===== src/hw/rtl/cep_pkg.sv =====
// shared types, field widths and constants for the calendar to epoch converter
// no dependencies; used by cep_days, calendar_to_epoch_offset and cep_check
package cep_pkg;

    localparam int YEAR_W   = 12;
    localparam int MONTH_W  = 4;
    localparam int DAY_W    = 5;
    localparam int HOUR_W   = 5;
    localparam int MINUTE_W = 6;
    localparam int SECOND_W = 6;
    localparam int LMS_W    = 32;
    localparam int EPOCH_W  = 34;
    localparam int OFS_W    = 45;

    // packed stream widths
    localparam int S_DATA_W = 72;
    localparam int S_USER_W = 2;
    localparam int M_DATA_W = 80;

    // tuser bit positions
    localparam int USER_DATE_OK = 0;
    localparam int USER_TIME_OK = 1;

    // internal widths
    localparam int QUO_W   = 6;   // year / 100 for a 12 bit year
    localparam int REM_W   = 7;   // year % 100
    localparam int LEAP_W  = 11;  // y/4 - y/100 + y/400
    localparam int MST_W   = 9;   // cumulative days before a month
    localparam int DAYS_W  = 22;  // signed day count since epoch
    localparam int TOD_W   = 17;  // seconds into the day
    localparam int SECS_W  = 45;  // seconds, kept modulo 2^45

    localparam int EPOCH_YEAR    = 1970;
    localparam int YEAR_DAYS     = 365;
    localparam int LEAPS_EPOCH   = 477;   // leap count through 1970
    localparam int RECIP_100     = 5243;  // ceil(2^19 / 100)
    localparam int RECIP_SHIFT   = 19;
    localparam int DAY_SECONDS   = 86400;
    localparam int HOUR_SECONDS  = 3600;
    localparam int MINUTE_SECONDS = 60;
    localparam int MS_PER_SECOND = 1000;

    localparam logic [MONTH_W-1:0] MONTH_JAN = 4'd1;
    localparam logic [MONTH_W-1:0] MONTH_FEB = 4'd2;

    typedef struct packed {
        logic [YEAR_W-1:0]   year;
        logic [MONTH_W-1:0]  month;
        logic [DAY_W-1:0]    day;
        logic [HOUR_W-1:0]   hour;
        logic [MINUTE_W-1:0] minute;
        logic [SECOND_W-1:0] second;
        logic [LMS_W-1:0]    local_ms;
    } rec_t;

    typedef struct packed {
        logic signed [DAYS_W-1:0] days;
        logic [TOD_W-1:0]         tod;
        logic [LMS_W-1:0]         local_ms;
    } day_rec_t;

    // days in the year before the first of the given month
    function automatic logic [MST_W-1:0] month_start(input logic [MONTH_W-1:0] m);
        logic [MST_W-1:0] d;
        case (m)
            4'd2:    d = 9'd31;
            4'd3:    d = 9'd59;
            4'd4:    d = 9'd90;
            4'd5:    d = 9'd120;
            4'd6:    d = 9'd151;
            4'd7:    d = 9'd181;
            4'd8:    d = 9'd212;
            4'd9:    d = 9'd243;
            4'd10:   d = 9'd273;
            4'd11:   d = 9'd304;
            4'd12:   d = 9'd334;
            default: d = 9'd0;
        endcase
        return d;
    endfunction

endpackage


===== src/hw/rtl/cep_days.sv =====
// three stage pipeline turning a calendar record into a signed day count
// and seconds into the day; depends on cep_pkg
module cep_days
(
    input  logic              clk,
    input  logic              rst_n,
    input  logic              in_valid,
    output logic              in_ready,
    input  cep_pkg::rec_t     in_rec,
    output logic              out_valid,
    input  logic              out_ready,
    output cep_pkg::day_rec_t out_rec
);

    // stage a: record, year / 100, month table
    logic                            a_valid_reg;
    cep_pkg::rec_t                   a_rec_reg;
    logic [cep_pkg::QUO_W-1:0]       a_quo_reg;
    logic [cep_pkg::MST_W-1:0]       a_mst_reg;
    logic                            a_jf_reg;
    logic                            a_ready;
    logic [cep_pkg::QUO_W-1:0]       a_quo_next;
    logic [24:0]                     a_prod;

    // stage b: year base, leap count, leap flag, time of day
    logic                            b_valid_reg;
    logic signed [cep_pkg::DAYS_W-1:0] b_base_reg;
    logic [cep_pkg::LEAP_W-1:0]      b_leaps_reg;
    logic                            b_corr_reg;
    logic [cep_pkg::MST_W-1:0]       b_mst_reg;
    logic [cep_pkg::DAY_W-1:0]       b_day_reg;
    logic [cep_pkg::TOD_W-1:0]       b_tod_reg;
    logic [cep_pkg::LMS_W-1:0]       b_lms_reg;
    logic                            b_ready;
    logic [cep_pkg::YEAR_W-1:0]      b_rem_full;
    logic [cep_pkg::REM_W-1:0]       b_rem;
    logic                            b_leap;
    logic signed [12:0]              b_year_off;
    logic signed [cep_pkg::DAYS_W-1:0] b_base_next;
    logic [cep_pkg::LEAP_W-1:0]      b_leaps_next;
    logic [cep_pkg::TOD_W-1:0]       b_tod_next;

    // stage c: day count
    logic                            c_valid_reg;
    cep_pkg::day_rec_t               c_rec_reg;
    logic                            c_ready;
    logic signed [cep_pkg::DAYS_W-1:0] c_days_next;

    assign c_ready  = !c_valid_reg || out_ready;
    assign b_ready  = !b_valid_reg || c_ready;
    assign a_ready  = !a_valid_reg || b_ready;
    assign in_ready = a_ready;

    // reciprocal multiply, exact for any 12 bit year
    assign a_prod     = 25'(in_rec.year) * 25'(cep_pkg::RECIP_100);
    assign a_quo_next = a_prod[cep_pkg::RECIP_SHIFT +: cep_pkg::QUO_W];

    assign b_rem_full = a_rec_reg.year - 12'(a_quo_reg) * 12'd100;
    assign b_rem      = b_rem_full[cep_pkg::REM_W-1:0];
    assign b_leap     = (a_rec_reg.year[1:0] == 2'b00 && b_rem != '0)
                        || (b_rem == '0 && a_quo_reg[1:0] == 2'b00);
    assign b_year_off = $signed({1'b0, a_rec_reg.year}) - 13'(cep_pkg::EPOCH_YEAR);
    assign b_base_next = 22'(b_year_off) * 22'(cep_pkg::YEAR_DAYS);
    assign b_leaps_next = 11'(a_rec_reg.year[cep_pkg::YEAR_W-1:2]) - 11'(a_quo_reg)
                          + 11'(a_quo_reg[cep_pkg::QUO_W-1:2]);
    assign b_tod_next = 17'(a_rec_reg.hour) * 17'(cep_pkg::HOUR_SECONDS)
                        + 17'(a_rec_reg.minute) * 17'(cep_pkg::MINUTE_SECONDS)
                        + 17'(a_rec_reg.second);

    // leap day of this year not yet reached in january and february
    assign c_days_next = b_base_reg + $signed(22'(b_leaps_reg))
                         - 22'(cep_pkg::LEAPS_EPOCH)
                         + $signed(22'(b_mst_reg)) + $signed(22'(b_day_reg))
                         - 22'sd1 - $signed(22'(b_corr_reg));

    always_ff @(posedge clk or negedge rst_n)
    begin
        if (!rst_n)
        begin
            a_valid_reg <= 1'b0;
            b_valid_reg <= 1'b0;
            c_valid_reg <= 1'b0;
        end
        else
        begin
            if (a_ready)
            begin
                a_valid_reg <= in_valid;
            end
            if (b_ready)
            begin
                b_valid_reg <= a_valid_reg;
            end
            if (c_ready)
            begin
                c_valid_reg <= b_valid_reg;
            end
        end
    end

    always_ff @(posedge clk)
    begin
        if (a_ready && in_valid)
        begin
            a_rec_reg <= in_rec;
            a_quo_reg <= a_quo_next;
            a_mst_reg <= cep_pkg::month_start(in_rec.month);
            a_jf_reg  <= (in_rec.month == cep_pkg::MONTH_JAN)
                         || (in_rec.month == cep_pkg::MONTH_FEB);
        end
        if (b_ready && a_valid_reg)
        begin
            b_base_reg  <= b_base_next;
            b_leaps_reg <= b_leaps_next;
            b_corr_reg  <= a_jf_reg && b_leap;
            b_mst_reg   <= a_mst_reg;
            b_day_reg   <= a_rec_reg.day;
            b_tod_reg   <= b_tod_next;
            b_lms_reg   <= a_rec_reg.local_ms;
        end
        if (c_ready && b_valid_reg)
        begin
            c_rec_reg.days     <= c_days_next;
            c_rec_reg.tod      <= b_tod_reg;
            c_rec_reg.local_ms <= b_lms_reg;
        end
    end

    assign out_valid = c_valid_reg;
    assign out_rec   = c_rec_reg;

endmodule


===== src/hw/rtl/calendar_to_epoch_offset.sv =====
// calendar_to_epoch_offset: top level of the utc calendar to unix time converter
// depends on cep_pkg and cep_days
//
// usage
//   slave stream carries one calendar record per beat; tuser holds the date
//   and time validity flags. a beat with either flag clear is taken and
//   dropped, producing nothing. a beat with both flags set produces one
//   master beat with epoch seconds and the millisecond offset
//   (epoch seconds * 1000 - local millisecond counter, two's complement).
//   each accepted beat passes five register stages (divide by 100, year base,
//   day count, seconds, offset), the first loaded at the accepting edge itself.
//   throughput: one beat per cycle while m_axis_tready stays high; each stage
//   holds one record and moves on whenever the stage after it is empty or
//   moving, so bubbles close up. when the receiver stalls, the output beat
//   holds steady and the stages behind it keep filling; s_axis_tready drops
//   only once all five are full.
//   reset clears every stage valid bit; no result is pending after reset.
module calendar_to_epoch_offset
(
    input  logic        clk,
    input  logic        rst_n,
    input  logic        s_axis_tvalid,
    output logic        s_axis_tready,
    // year[11:0], month[15:12], day[20:16], hour[25:21], minute[31:26],
    // second[37:32], local_ms[69:38], zero pad[71:70]
    input  logic [71:0] s_axis_tdata,
    // date_ok[0], time_ok[1]
    input  logic [1:0]  s_axis_tuser,
    output logic        m_axis_tvalid,
    input  logic        m_axis_tready,
    // epoch_seconds[33:0], offset_ms[78:34], zero pad[79]
    output logic [79:0] m_axis_tdata
);

    cep_pkg::rec_t     in_rec;
    logic              in_valid;
    logic              days_valid;
    logic              days_ready;
    cep_pkg::day_rec_t days_rec;

    logic                             d_valid_reg;
    logic [cep_pkg::SECS_W-1:0]       d_secs_reg;
    logic [cep_pkg::LMS_W-1:0]        d_lms_reg;
    logic                             d_ready;
    logic signed [cep_pkg::SECS_W-1:0] d_secs_next;

    logic                             e_valid_reg;
    logic [cep_pkg::EPOCH_W-1:0]      e_epoch_reg;
    logic [cep_pkg::OFS_W-1:0]        e_ofs_reg;
    logic                             e_ready;
    logic [cep_pkg::OFS_W-1:0]        e_ofs_next;

    assign in_rec.year     = s_axis_tdata[11:0];
    assign in_rec.month    = s_axis_tdata[15:12];
    assign in_rec.day      = s_axis_tdata[20:16];
    assign in_rec.hour     = s_axis_tdata[25:21];
    assign in_rec.minute   = s_axis_tdata[31:26];
    assign in_rec.second   = s_axis_tdata[37:32];
    assign in_rec.local_ms = s_axis_tdata[69:38];

    assign in_valid = s_axis_tvalid && s_axis_tuser[cep_pkg::USER_DATE_OK]
                      && s_axis_tuser[cep_pkg::USER_TIME_OK];

    cep_days u_days
    (
        .clk       (clk),
        .rst_n     (rst_n),
        .in_valid  (in_valid),
        .in_ready  (s_axis_tready),
        .in_rec    (in_rec),
        .out_valid (days_valid),
        .out_ready (days_ready),
        .out_rec   (days_rec)
    );

    assign e_ready    = !e_valid_reg || m_axis_tready;
    assign d_ready    = !d_valid_reg || e_ready;
    assign days_ready = d_ready;

    // seconds kept modulo 2^45, enough for both output fields
    assign d_secs_next = 45'(days_rec.days) * 45'(cep_pkg::DAY_SECONDS)
                         + $signed(45'(days_rec.tod));
    assign e_ofs_next  = d_secs_reg * 45'(cep_pkg::MS_PER_SECOND) - 45'(d_lms_reg);

    always_ff @(posedge clk or negedge rst_n)
    begin
        if (!rst_n)
        begin
            d_valid_reg <= 1'b0;
            e_valid_reg <= 1'b0;
        end
        else
        begin
            if (d_ready)
            begin
                d_valid_reg <= days_valid;
            end
            if (e_ready)
            begin
                e_valid_reg <= d_valid_reg;
            end
        end
    end

    always_ff @(posedge clk)
    begin
        if (d_ready && days_valid)
        begin
            d_secs_reg <= d_secs_next;
            d_lms_reg  <= days_rec.local_ms;
        end
        if (e_ready && d_valid_reg)
        begin
            e_epoch_reg <= d_secs_reg[cep_pkg::EPOCH_W-1:0];
            e_ofs_reg   <= e_ofs_next;
        end
    end

    assign m_axis_tvalid = e_valid_reg;
    assign m_axis_tdata  = {1'b0, e_ofs_reg, e_epoch_reg};

endmodule


===== config.mk =====
export PLATFORM = sky130hd
export DESIGN_NAME = calendar_to_epoch_offset
export DESIGN_NICKNAME = d
export VERILOG_FILES = /design/src/hw/rtl/cep_pkg.sv /design/src/hw/rtl/cep_days.sv /design/src/hw/rtl/calendar_to_epoch_offset.sv
export SDC_FILE = /design/constraint.sdc
export NUM_CORES = 1
export LEC_CHECK = 0
export ABC_AREA = 1
export BUFFER_PORTS_ARGS = -buffer_cell sky130_fd_sc_hd__buf_2
export CORE_AREA = 2 2 249 251
export DETAILED_ROUTE_END_ITERATION = 6
export DIE_AREA = 0 0 251 253
export GPL_TIMING_DRIVEN = 0
export PLACE_DENSITY_LB_ADDON = 0.1
export SLEW_MARGIN = 20
export SYNTH_ARGS = -nofsm -noshare
export SYNTH_HDL_FRONTEND = slang
export SYNTH_HIERARCHICAL = 1
export SYNTH_SLANG_ARGS = --single-unit

===== constraint.sdc =====
create_clock -name clk -period 7.3 [get_ports clk]
set_clock_uncertainty 0.1 [all_clocks]
set_input_delay 1.46 -clock clk [delete_from_list [all_inputs] [get_ports clk]]
set_output_delay 1.46 -clock clk [all_outputs]
set_load 0.005 [all_outputs]

==> qor.csv <==
stage,metric,value,unit
floorplanning,site row count,91,
global_routing,total track usage,27.50,%
floorplanning,I/O pin total,160,
routing,"antenna viol nets, final",0,
routing,drt via density,5.183,
global_routing,largest net degree at the start of global routing,77,
global_routing,met2 Use GR,50.51,%
worst_setup_path,critical path arrival,6770,ps
run_status,status,"finished, final reports clean",
worst_setup_path,crit path kind,register to register,
worst_setup_path,FF-to-FF setup slack,800,ps
synthesis,"Warnings, synthesis",6,
worst_setup_path,CP max FO,4,
clocking,# Post-CTS Setup Buffers,0,
synthesis,main flop type after synthesis,edfxtp_1,
sta,final setup TNS,0,ps
layout,Largest register FFs,71,
global_routing,GRT busiest layer,met2,
clocking,Resize count post-CTS,0,
placement,pre-CTS WS,876.2,ps
clocking,htree depth,2,
sta,final setup fails,0,
placement,GPL Wtd Cong,0.9540,
synthesis,Synth async-reset ratio,1.229,%
worst_setup_path,Worst path slowest cell,fa_1,
routing,DR vias,27170,
worst_setup_path,critical-path cell list,inv_1 > fa_1 > fa_1 > fa_1 > fa_1 > inv_1 > ha_1 > nand2_1 > nor2_2 > nand3_1 > nand2_1 > nand2_1 > nand2_1 > a31oi_1 > xnor2_1 > ha_1 > a21oi_1 > inv_1 > a21oi_1 > inv_1 > a21oi_1 > o21ai_0 > o21ai_0 > nand2_1,
synthesis,Post-synth EDFFs,402,
floorplanning,die area,0.06350,mm^2
sta,fin crit share,89.05,%
synthesis,post-synthesis instance total,4197,
worst_setup_path,Setup crit end kind,register,
synthesis,Seq cells post-synth,407,
layout,fraction of layout cells with a size suffix above 1,8.073,%
floorplanning,Core Area,0.06103,mm^2
synthesis,Mapped Avg Cell Area,9.163,um^2
global_routing,vias in the first global route,27710,
global_routing,met1 Use GR,34.56,%
routing,initial detailed-routing violation count,1444,
clocking,CTS Root Cell,clkbuf_16,
floorplanning,Initial Util,63.01,%
worst_setup_path,most frequent CP cell,nand2_1,
routing,DR WL/cell,16.00,um
clocking,"CTS clk-pin slew, worst paths",70,ps
sta,final hold violation count,0,
routing,First-pass DRT Iterations,6,
sta,RSZ-0062 raised after global routing,false,
sta,Worst Slack Setup Final,799.2,ps
global_routing,global-route wire length before repair,138300,um
clocking,Post-CTS Hold Buffers,0,
worst_setup_path,critical path required time,7570,ps
layout,"Design Area, Final",0.04206,mm^2
placement,buffers added on ports,156,
synthesis,unique cell type count in the Yosys netlist,54,
sta,Least-Margin Pin Slew,771.4,ps
clocking,CTS max path bufs,3,
global_routing,GRT Residual Overflow,0,
sta,worst rel slew slack,48.46,%
run,max-cap viol count,0,
hold_path,Worst Hold Class,register to register,
clocking,clock insertion delay at the later pin of the skew report,610,ps
synthesis,Syn Std Cell Area,0.03846,mm^2
global_routing,grt met3 use,2.405,%
floorplanning,die height,253,um
layout,final core utilization,68.92,%
worst_setup_path,Worst Setup Start Kind,register,
routing,number of remaining DRC errors,0,
floorplanning,Die Wd,251,um
clocking,CTS tree,built,
placement,Placed Area,0.04051,mm^2
placement,Post-DP HPWL,70800,um
layout,nets@finish,5308,
clocking,Inserted Clock Buffers,47,
layout,synth-to-layout area growth,9.373,%
synthesis,sequential area share after synthesis,31.72,%
worst_setup_path,crit-path max cell delay,540,ps
synthesis,Post-Syn Nets,5094,
sta,f_max,0.1538,GHz
clocking,clock sink total,407,
sta,crit path time final,6501,ps
routing,drt total wl,83870,um
sta,Max Transition Viols Final,0,
global_routing,initial antenna violation count,5,
==> synthesized netlist by cell type (3+ instances only) <==
library cell	number	area, um^2
a211oi_1	3	22.52
a21boi_0	8	60.06
a21o_1	15	112.6
a21oi_1	188	940.9
a21oi_2	5	43.79
a31oi_1	13	81.33
and2_1	7	43.79
and3_1	4	25.02
dfrtp_1	5	125.1
edfxtp_1	402	12070
fa_1	329	6586
ha_1	490	6131
inv_1	981	3682
inv_2	8	30.03
nand2_1	798	2995
nand2_2	42	262.8
nand2_4	6	67.56
nand3_1	172	860.8
nand3_2	13	130.1
nand3b_1	9	67.56
nand4_1	56	350.3
nor2_1	265	994.7
nor2_2	19	118.9
nor2_4	6	67.56
nor3_1	29	145.1
nor4_1	3	18.77
o211ai_1	3	22.52
o21a_1	6	45.04
o21ai_0	88	440.4
o21ai_1	6	30.03
o21ai_2	3	26.28
o21bai_1	16	120.1
or2_2	3	18.77
xnor2_1	59	516.8
xor2_1	111	972.2
==> final timing paths <==
check | from | to | cells after the start
setup / recovery | d_secs_reg[5]$_DFFE_PP_ | e_ofs_reg[40]$_DFFE_PP_ | 24
hold / removal | u_days/b_tod_reg[13]$_DFFE_PP_ | u_days/out_rec[45]$_DFFE_PP_ | 0
hold reg to reg | u_days/b_tod_reg[13]$_DFFE_PP_ | u_days/out_rec[45]$_DFFE_PP_ | 0
max in group asynchronous | rst_n | u_days/b_valid_reg$_DFFE_PN0P_ | 1
min in group asynchronous | rst_n | u_days/out_valid$_DFFE_PN0P_ | 1
setup reg to reg | d_secs_reg[5]$_DFFE_PP_ | e_ofs_reg[40]$_DFFE_PP_ | 24
==> critical path, delay by kind of cell, from the launching register on <==
| family | cells | cell delay [ps] |
|---|---|---|
| buffers and inverters | 4 | 540 |
| adders and majority gates | 6 | 2710 |
| and+or+nand+nor | 7 | 810 |
| DFF | 1 | 460 |
| xor gates and xnor gates | 1 | 340 |
| AOI/OAI and AO/OA | 6 | 1290 |
==> layout by cell type, fill, tap and decap left out, types with 4 or more instances in the layout <==
cell / count
inv_1: 978
nand2_1: 798
ha_1: 490
edfxtp_1: 402
fa_1: 329
nor2_1: 265
a21oi_1: 186
nand3_1: 172
buf_2: 157
xor2_1: 111
o21ai_0: 88
xnor2_1: 59
nand4_1: 56
clkbuf_16: 47
nand2_2: 42
nor3_1: 29
nor2_2: 19
o21bai_1: 16
a21o_1: 15
a31oi_1: 13
nand3_2: 13
nand3b_1: 9
clkbuf_1: 9
buf_16: 9
a21boi_0: 8
inv_2: 8
and2_1: 7
clkinv_1: 7
o21ai_1: 6
o21a_1: 6
nor2_4: 6
nand2_4: 6
clkinv_2: 6
diode_2: 5
a21oi_2: 5
clkinvlp_4: 5
dfrtp_1: 5
and3_1: 4
clkinv_4: 4
bufinv_16: 4
==> metal layers <==
metal  wire, um  part of all wire [%]
met1      35760                    43
met5          0                     0
met3       2833                   3.4
met2      42690                    51
met4       2592                   3.1
==> stage by stage <==
| step | instances | hold slack [ps] |
|---|---|---|
| 2_1_floorplan | 4197 | 300.3 |
| 3_3_place_gp | 5143 | 300.6 |
| 3_5_place_dp | 5152 | 304.5 |
| 4_1_cts | 5237 | 302.9 |
| 5_1_grt | 5242 | 296.9 |
| 6_report | 5242 | 295.6 |
==> layout make-up <==
class,instances,area [um^2]
plain buffers,4,23.77
fillers,4925,18970
multi-input cells,2796,22540
clock buffers,55,1206
clock inverters,30,336.6
well taps,790,988.4
inverters,990,3726
repair buffers,165,1028
flip-flops and latches,407,12200
diodes,5,12.51
==> kinds of logic after synthesis <==
logic type	share of synthesized area, %
AO/OA/AOI/OAI	5.232
XOR/XNOR	3.914
buffers and inverters	9.725
adder cells (fa/ha/maj)	33.07
other	0.009751
AND/OR/NAND/NOR	16.34
flip-flops	31.72
Power is left out: the tool's default activity adds up to more than one toggle a clock period on the data nets, which glitch-free logic cannot reach.
